**src/hdl/wavhp_pkg.sv**
```systemverilog
// Package for the WAV header chunk parser.
// Holds the parse phase type, tag and status constants and the result word struct.
// No dependencies.
package wavhp_pkg;

    // Parse phases of the byte walker.
    typedef enum logic [2:0] {
        PH_HEADER = 3'd0,
        PH_CHUNK  = 3'd1,
        PH_FMT    = 3'd2,
        PH_SKIP   = 3'd3,
        PH_DONE   = 3'd4
    } phase_t;

    // Status codes of a result word.
    localparam logic [2:0] ST_OK      = 3'd0;
    localparam logic [2:0] ST_BAD_HDR = 3'd1;
    localparam logic [2:0] ST_SHORT   = 3'd2;
    localparam logic [2:0] ST_TRUNC   = 3'd3;
    localparam logic [2:0] ST_ZERO    = 3'd4;

    // Four-character tags as they appear after little-endian assembly.
    localparam logic [31:0] TAG_RIFF = 32'h4646_4952;
    localparam logic [31:0] TAG_WAVE = 32'h4556_4157;
    localparam logic [31:0] TAG_FMT  = 32'h2074_6D66;
    localparam logic [31:0] TAG_DATA = 32'h6174_6164;

    // Layout constants of the file format.
    localparam logic [31:0] HEADER_BYTES = 32'd12;
    localparam logic [31:0] FMT_BYTES    = 32'd16;
    localparam logic [31:0] CHUNK_HDR_BYTES = 32'd8;

    // One result word.
    typedef struct packed {
        logic [2:0]  status;
        logic [31:0] sample_rate;
        logic [15:0] channel_count;
        logic [15:0] sample_bits;
        logic [31:0] data_offset;
        logic [31:0] data_length;
    } res_t;

endpackage

```
**src/hdl/wavhp_parse_core.sv**
```systemverilog
// Byte-walking parser state and its single-pass next-state logic.
// Produces at most one result word per consumed byte.
// Depends on wavhp_pkg.
module wavhp_parse_core
    import wavhp_pkg::*;
(
    input  logic        clk,
    input  logic        rst_n,
    input  logic        step,
    input  logic [7:0]  data_byte,
    input  logic        last_byte,
    output logic        res_fire,
    output res_t        res
);

    // Byte positions inside the headers and the fmt body.
    localparam logic [3:0] POS_RIFF_END = 4'd3;
    localparam logic [3:0] POS_WAVE_END = 4'd11;
    localparam logic [3:0] POS_TAG_LEN  = 4'd4;
    localparam logic [3:0] POS_CHDR_END = 4'd7;
    localparam logic [3:0] POS_FMT_END  = 4'd15;

    phase_t      phase_reg,  phase_next;
    logic [3:0]  cnt_reg,    cnt_next;
    logic [31:0] tag_reg,    tag_next;
    logic [31:0] len_reg,    len_next;
    logic [32:0] skip_reg,   skip_next;
    logic [31:0] rate_reg,   rate_next;
    logic [15:0] chan_reg,   chan_next;
    logic [15:0] bits_reg,   bits_next;
    logic [31:0] offset_reg, offset_next;

    logic [31:0] tag_shift;
    logic [31:0] len_shift;
    logic [32:0] skip_val;
    logic [32:0] skip_dec;

    // State registers.
    always_ff @(posedge clk or negedge rst_n)
    begin
        if (!rst_n)
        begin
            phase_reg  <= PH_HEADER;
            cnt_reg    <= '0;
            tag_reg    <= '0;
            len_reg    <= '0;
            skip_reg   <= '0;
            rate_reg   <= '0;
            chan_reg   <= '0;
            bits_reg   <= '0;
            offset_reg <= HEADER_BYTES;
        end
        else if (step)
        begin
            phase_reg  <= phase_next;
            cnt_reg    <= cnt_next;
            tag_reg    <= tag_next;
            len_reg    <= len_next;
            skip_reg   <= skip_next;
            rate_reg   <= rate_next;
            chan_reg   <= chan_next;
            bits_reg   <= bits_next;
            offset_reg <= offset_next;
        end
    end

    // Next state and result for the byte at the input.
    always_comb
    begin
        phase_next  = phase_reg;
        cnt_next    = cnt_reg;
        tag_next    = tag_reg;
        len_next    = len_reg;
        skip_next   = skip_reg;
        rate_next   = rate_reg;
        chan_next   = chan_reg;
        bits_next   = bits_reg;
        offset_next = offset_reg;
        res_fire    = 1'b0;
        res         = '0;
        skip_val    = '0;
        skip_dec    = '0;
        tag_shift   = {data_byte, tag_reg[31:8]};
        len_shift   = {data_byte, len_reg[31:8]};

        case (phase_reg)
            PH_HEADER:
            begin
                tag_next = tag_shift;
                cnt_next = cnt_reg + 4'd1;
                if ((cnt_reg == POS_RIFF_END && tag_shift != TAG_RIFF) ||
                    (cnt_reg == POS_WAVE_END && tag_shift != TAG_WAVE))
                begin
                    res_fire   = 1'b1;
                    res.status = ST_BAD_HDR;
                    phase_next = PH_DONE;
                end
                else if (cnt_reg == POS_WAVE_END)
                begin
                    phase_next = PH_CHUNK;
                    cnt_next   = '0;
                end
            end

            PH_CHUNK:
            begin
                if (cnt_reg < POS_TAG_LEN)
                begin
                    tag_next = tag_shift;
                end
                else
                begin
                    len_next = len_shift;
                end
                cnt_next = cnt_reg + 4'd1;
                if (cnt_reg == POS_CHDR_END)
                begin
                    cnt_next = '0;
                    if (tag_reg == TAG_DATA)
                    begin
                        // Data chunk header complete: report the format.
                        res_fire = 1'b1;
                        res.status = (rate_reg == '0 || chan_reg == '0 || bits_reg == '0)
                                     ? ST_ZERO : ST_OK;
                        res.sample_rate   = rate_reg;
                        res.channel_count = chan_reg;
                        res.sample_bits   = bits_reg;
                        res.data_offset   = offset_reg + CHUNK_HDR_BYTES;
                        res.data_length   = len_shift;
                        phase_next        = PH_DONE;
                    end
                    else if (tag_reg == TAG_FMT && len_shift < FMT_BYTES)
                    begin
                        res_fire   = 1'b1;
                        res.status = ST_SHORT;
                        phase_next = PH_DONE;
                    end
                    else
                    begin
                        // Next chunk starts after this header, the body and its pad.
                        offset_next = offset_reg + CHUNK_HDR_BYTES + len_shift
                                      + {31'd0, len_shift[0]};
                        if (tag_reg == TAG_FMT)
                        begin
                            phase_next = PH_FMT;
                        end
                        else
                        begin
                            skip_val   = {1'b0, len_shift} + {32'd0, len_shift[0]};
                            skip_next  = skip_val;
                            phase_next = (skip_val == '0) ? PH_CHUNK : PH_SKIP;
                        end
                    end
                end
            end

            PH_FMT:
            begin
                case (cnt_reg)
                    4'd2:    chan_next = {chan_reg[15:8], data_byte};
                    4'd3:    chan_next = {data_byte, chan_reg[7:0]};
                    4'd4:    rate_next = {rate_reg[31:8], data_byte};
                    4'd5:    rate_next = {rate_reg[31:16], data_byte, rate_reg[7:0]};
                    4'd6:    rate_next = {rate_reg[31:24], data_byte, rate_reg[15:0]};
                    4'd7:    rate_next = {data_byte, rate_reg[23:0]};
                    4'd14:   bits_next = {bits_reg[15:8], data_byte};
                    4'd15:   bits_next = {data_byte, bits_reg[7:0]};
                    default: ;
                endcase
                cnt_next = cnt_reg + 4'd1;
                if (cnt_reg == POS_FMT_END)
                begin
                    // Skip the rest of the fmt body and its pad byte.
                    skip_val   = {1'b0, len_reg - FMT_BYTES} + {32'd0, len_reg[0]};
                    skip_next  = skip_val;
                    phase_next = (skip_val == '0) ? PH_CHUNK : PH_SKIP;
                    cnt_next   = '0;
                end
            end

            PH_SKIP:
            begin
                skip_dec   = (skip_reg != '0) ? skip_reg - 33'd1 : skip_reg;
                skip_next  = skip_dec;
                if (skip_dec == '0)
                begin
                    phase_next = PH_CHUNK;
                end
                cnt_next = '0;
            end

            default: ;
        endcase

        // A file that ends before any result reports truncation.
        if (!res_fire && last_byte && phase_reg != PH_DONE)
        begin
            res_fire   = 1'b1;
            res        = '0;
            res.status = ST_TRUNC;
        end

        // The last byte of a file rearms the parser.
        if (last_byte)
        begin
            phase_next  = PH_HEADER;
            cnt_next    = '0;
            tag_next    = '0;
            len_next    = '0;
            skip_next   = '0;
            rate_next   = '0;
            chan_next   = '0;
            bits_next   = '0;
            offset_next = HEADER_BYTES;
        end
    end

endmodule

```
**src/hdl/wavhp_out_reg.sv**
```systemverilog
// Result register of the WAV header chunk parser.
// Holds one result word until the downstream side takes it.
// Depends on wavhp_pkg.
module wavhp_out_reg
    import wavhp_pkg::*;
(
    input  logic        clk,
    input  logic        rst_n,
    input  logic        load,
    input  res_t        res,
    input  logic        out_stall,
    output logic        busy,
    output logic        out_valid,
    output logic [2:0]  status,
    output logic [31:0] sample_rate,
    output logic [15:0] channel_count,
    output logic [15:0] sample_bits,
    output logic [31:0] data_offset,
    output logic [31:0] data_length
);

    logic out_vld_reg, out_vld_next;
    res_t res_reg;

    // Valid flag: set on load, cleared once the word is taken.
    always_comb
    begin
        if (load)
        begin
            out_vld_next = 1'b1;
        end
        else if (!out_stall)
        begin
            out_vld_next = 1'b0;
        end
        else
        begin
            out_vld_next = out_vld_reg;
        end
    end

    always_ff @(posedge clk or negedge rst_n)
    begin
        if (!rst_n)
        begin
            out_vld_reg <= 1'b0;
        end
        else
        begin
            out_vld_reg <= out_vld_next;
        end
    end

    // Payload register.
    always_ff @(posedge clk)
    begin
        if (load)
        begin
            res_reg <= res;
        end
    end

    assign busy          = out_vld_reg && out_stall;
    assign out_valid     = out_vld_reg;
    assign status        = res_reg.status;
    assign sample_rate   = res_reg.sample_rate;
    assign channel_count = res_reg.channel_count;
    assign sample_bits   = res_reg.sample_bits;
    assign data_offset   = res_reg.data_offset;
    assign data_length   = res_reg.data_length;

endmodule

```
**src/hdl/wav_header_chunk_parser.sv**
```systemverilog
// WAV header chunk parser, top level: input register, parse core, result register.
// A result word goes from the input register through the combinational parse step into the result register.
// Throughput: one byte per cycle; a byte that
// yields a result waits in the input register only while the result register is held.
// Reset: asynchronous, active low; the parser waits for a RIFF header, no word pending.
// Depends on wavhp_pkg, wavhp_parse_core and wavhp_out_reg.
module wav_header_chunk_parser
    import wavhp_pkg::*;
(
    input  logic        clk,
    input  logic        rst_n,
    input  logic        in_valid,
    output logic        in_stall,
    input  logic [7:0]  data_byte,
    input  logic        last_byte,
    output logic        out_valid,
    input  logic        out_stall,
    output logic [2:0]  status,
    output logic [31:0] sample_rate,
    output logic [15:0] channel_count,
    output logic [15:0] sample_bits,
    output logic [31:0] data_offset,
    output logic [31:0] data_length
);

    logic       in_vld_reg, in_vld_next;
    logic [7:0] byte_reg;
    logic       last_reg;
    logic       advance;
    logic       res_fire;
    logic       out_busy;
    res_t       res;

    // A held byte moves on unless it yields a result and the result register is held.
    assign advance  = in_vld_reg && (!res_fire || !out_busy);
    assign in_stall = in_vld_reg && !advance;

    // Input register valid flag.
    always_comb
    begin
        if (!in_stall)
        begin
            in_vld_next = in_valid;
        end
        else
        begin
            in_vld_next = in_vld_reg;
        end
    end

    always_ff @(posedge clk or negedge rst_n)
    begin
        if (!rst_n)
        begin
            in_vld_reg <= 1'b0;
        end
        else
        begin
            in_vld_reg <= in_vld_next;
        end
    end

    // Input register payload.
    always_ff @(posedge clk)
    begin
        if (in_valid && !in_stall)
        begin
            byte_reg <= data_byte;
            last_reg <= last_byte;
        end
    end

    wavhp_parse_core u_core (
        .clk       (clk),
        .rst_n     (rst_n),
        .step      (advance),
        .data_byte (byte_reg),
        .last_byte (last_reg),
        .res_fire  (res_fire),
        .res       (res)
    );

    wavhp_out_reg u_out (
        .clk           (clk),
        .rst_n         (rst_n),
        .load          (advance && res_fire),
        .res           (res),
        .out_stall     (out_stall),
        .busy          (out_busy),
        .out_valid     (out_valid),
        .status        (status),
        .sample_rate   (sample_rate),
        .channel_count (channel_count),
        .sample_bits   (sample_bits),
        .data_offset   (data_offset),
        .data_length   (data_length)
    );

endmodule
```
**config.mk**
```make
export PLATFORM = sky130hd
export DESIGN_NAME = wav_header_chunk_parser
export DESIGN_NICKNAME = d
export VERILOG_FILES = /design/src/hdl/wavhp_pkg.sv /design/src/hdl/wavhp_parse_core.sv /design/src/hdl/wavhp_out_reg.sv /design/src/hdl/wav_header_chunk_parser.sv
export SDC_FILE = /design/constraint.sdc
export NUM_CORES = 1
export LEC_CHECK = 0
export ABC_AREA = 1
export BUFFER_PORTS_ARGS = -buffer_cell sky130_fd_sc_hd__buf_2
export CORE_AREA = 3 3 207 209
export CTS_CLUSTER_DIAMETER = 60
export DETAILED_ROUTE_END_ITERATION = 8
export DIE_AREA = 0 0 210 212
export GPL_ROUTABILITY_DRIVEN = 0
export GPL_TIMING_DRIVEN = 0
export HOLD_SLACK_MARGIN = 0.05
export PLACE_DENSITY = 0.71
export SYNTH_ARGS = -nofsm -noshare
export SYNTH_HDL_FRONTEND = slang
export SYNTH_HIERARCHICAL = 1
export SYNTH_SLANG_ARGS = --single-unit
```
**constraint.sdc**
```tcl
create_clock -name clk -period 5 [get_ports clk]
set_clock_uncertainty 0.15 [all_clocks]
set_input_delay 0.25 -clock clk [delete_from_list [all_inputs] [get_ports clk]]
set_output_delay 0.25 -clock clk [all_outputs]
set_load 0.005 [all_outputs]
```
==> flow_summary.toml <==
[cts]
numCtsBuffers = 40
cts.sinks = 342
h-tree-depth = 2
clock_latency_ns = 0.57
path_clk_slew_ns = 0.06
cts_root_buffer = "clkbuf_16"
post_cts_buffers = 0
clock_path_buffers = 3
cts_tree = "done"

[logic_synthesis]
yosysWarnings = 6
yosysTopAreaCell = "dfrtp_1"
synthFlopType = "dfrtp_1"
synth_most_common_cell = "nand2_1"
synth_seq_cells = 342
synthArstFlopShare = 0.591
synth_nets = 2693
synthTopCellsByArea = "dfrtp_1 (24%), edfxtp_1 (21%), nand2_1 (10%)"
seq_area_frac_synth = 0.453
postSynthCellCount = 2637
synth_edf_count = 140
synth.distinct_cells = 59
synth.avg_cell_area_um2 = 7.75
synth_common_cells = "nand2_1 (547), nor2_1 (386), inv_1 (316)"
syn_area_um2 = 20400
yosysTopAreaCellShare = 0.245

[worst_setup_path]
cp-end-kind = "register"
worstReg2RegEnd = "u_core/rate_reg[14]"
rr_startpoint = "byte_reg[4]"
cp.arrival_ns = 4.98
reg2regPathDepth = 19
cp_max_fo = 10
crit_path_start_kind = "register"
critPathLaunch = "byte_reg[4]"
path_class = "register to register"
worst_ep_required_time_ns = 5.32
r2r_slack_ns = 0.34

[drt]
drt-total-wl_um = 62500
via_per_inst = 5.73
ant_nets = 0
wl_per_cell_um = 18.4
drtPass1Iterations = 9
dr_total_vias = 19498
drtIter0Drc = 2244
drc_errors = 23

[pwr]
powerDensity_nw_per_um2 = 704
fin_total_pwr_w = 0.0164
ir_worst_vdd_v = 0.000447
cellLeakagePower_nw = 10.5

[placement]
dp_cells = 3316
dp_slack_ns = 0.0579
dp_hpwl_um = 47800
port_buffers = 145

[die]
core_area_um2 = 41000
initial_utilization = 0.498
dieHeight_um = 212
fp.dieArea_um2 = 44500
fp.dieW_um = 210
row_count = 74
pin_count = 146

[global_routing]
first_global_vias = 18488
antenna_found_initial = 0
grt_start_max_net_pins = 123
grt_overflow = 0
grt_usage = 0.280
grt_pass1_wl_um = 99400

[status]
status = "finished with violations"
failed_checks = "DRC"

[timing]
max_slew_margin = 0.156
setup_tns_ns = 0
finalMaxSlewViolations = 0
max_freq_ghz = 0.215
grt_setup_unrepaired = "no"
fin_crit_ns = 4.66
finalCritPeriodShare = 0.932
setup_viol = 0
whs_ns = 0.123
tightestPinTransition_ns = 1.26
setup_ws_ns = 0.341
hold_viol = 0

[cells_and_area]
regArea_um2 = 9260
instances_no_fill = 3401
nNetsFinal = 2894
largest_reg_flops = 33
fillerInstances = 3799
multi_input_area_um2 = 9530
area_delta_synth_final_pct = 14.2
antenna_cells_inserted = 0
drive_above_1_share = 0.117

[job]
drv_cap = 0

[min_path]
holdCritPathClass = "primary input to async pin"
==> layer usage <==
layer,vias up,GRT usage,part of all wire
met3,167,0.0505,0.097
met5,-,0,0
met2,1056,0.456,0.45
met1,9151,0.378,0.41
li1,9124,-,-
met4,0,0.107,0.038
==> where the power goes <==
group	total, W	internal, W	switching (W)
Clock	0.00287	0.00169	0.00118
Combinational	0.00928	0.00283	0.00645
Sequential	0.00429	0.00370	0.000583
Total	0.0164	0.00822	0.00822
==> worst max-delay path by stage <==
stage | to | slack, ns
detailed placement | u_core/rate_reg[22] | 0.06
finish | u_core/rate_reg[14] | 0.34
global placement | u_out/data_length[3] | -1.50
global route | u_core/rate_reg[15] | 0.008
CTS | u_core/rate_reg[22] | 0.03
floorplan | u_out/channel_count[0] | 0.05
==> cell families after synthesis <==
logic type / synth area share
AND/OR/NAND/NOR: 0.298
adder cells (fa/ha/maj): 0.0267
buffers and inverters: 0.0819
XOR/XNOR: 0.0437
flip-flops: 0.453
AO/OA/AOI/OAI: 0.0962
==> worst max-delay path, stage by stage (launching register included) <==
cell      delay, ns
edfxtp_1       0.58
inv_1          0.18
nand2_1        0.12
nor3_1         0.16
nand4_1        0.12
nor4_2         0.32
nand3_1        0.19
nand2_1        0.15
nand2_1        0.06
nand2_1        0.06
inv_1          0.05
o311ai_0       0.16
nand2_1        0.20
a21boi_1       0.31
inv_1          0.12
a21oi_1        0.44
a21boi_1       0.60
clkbuf_1       0.36
nand3_1        0.11
o21ai_0        0.12
==> area by class of cell <==
class	instances	area share
flip-flops and latches	342	0.397
plain buffers	88	0.0167
repair buffers	159	0.0390
multi-input cells	1865	0.408
clock buffers	52	0.0474
clock inverters	21	0.00831
well taps	532	0.0285
inverters	342	0.0552
==> timing repair <==
action                     in CTS  in global routing
hold endpoints to repair       91                  0
setup endpoints to repair       0                117
resized for setup               0                 11
hold buffers                   12                  0
==> layout by cell type, fill, tap and decap left out, drive strengths merged, types with 84 or more instances in the layout <==
| master | count |
|---|---|
| nand2 | 567 |
| nor2 | 419 |
| inv | 341 |
| nand3 | 238 |
| dfrtp | 200 |
| o21ai | 188 |
| buf | 177 |
| edfxtp | 140 |
| clkbuf | 110 |
| xor2 | 84 |
==> per-stage QoR <==
step | cell area [um^2] | util
CTS | 23300 | 0.569
floorplan | 20400 | -
global placement | 21800 | 0.532
global route | 23300 | 0.569
finish | 23300 | 0.569
detailed placement | 21900 | 0.534
Note: power is estimated with default switching activity, not from simulation.
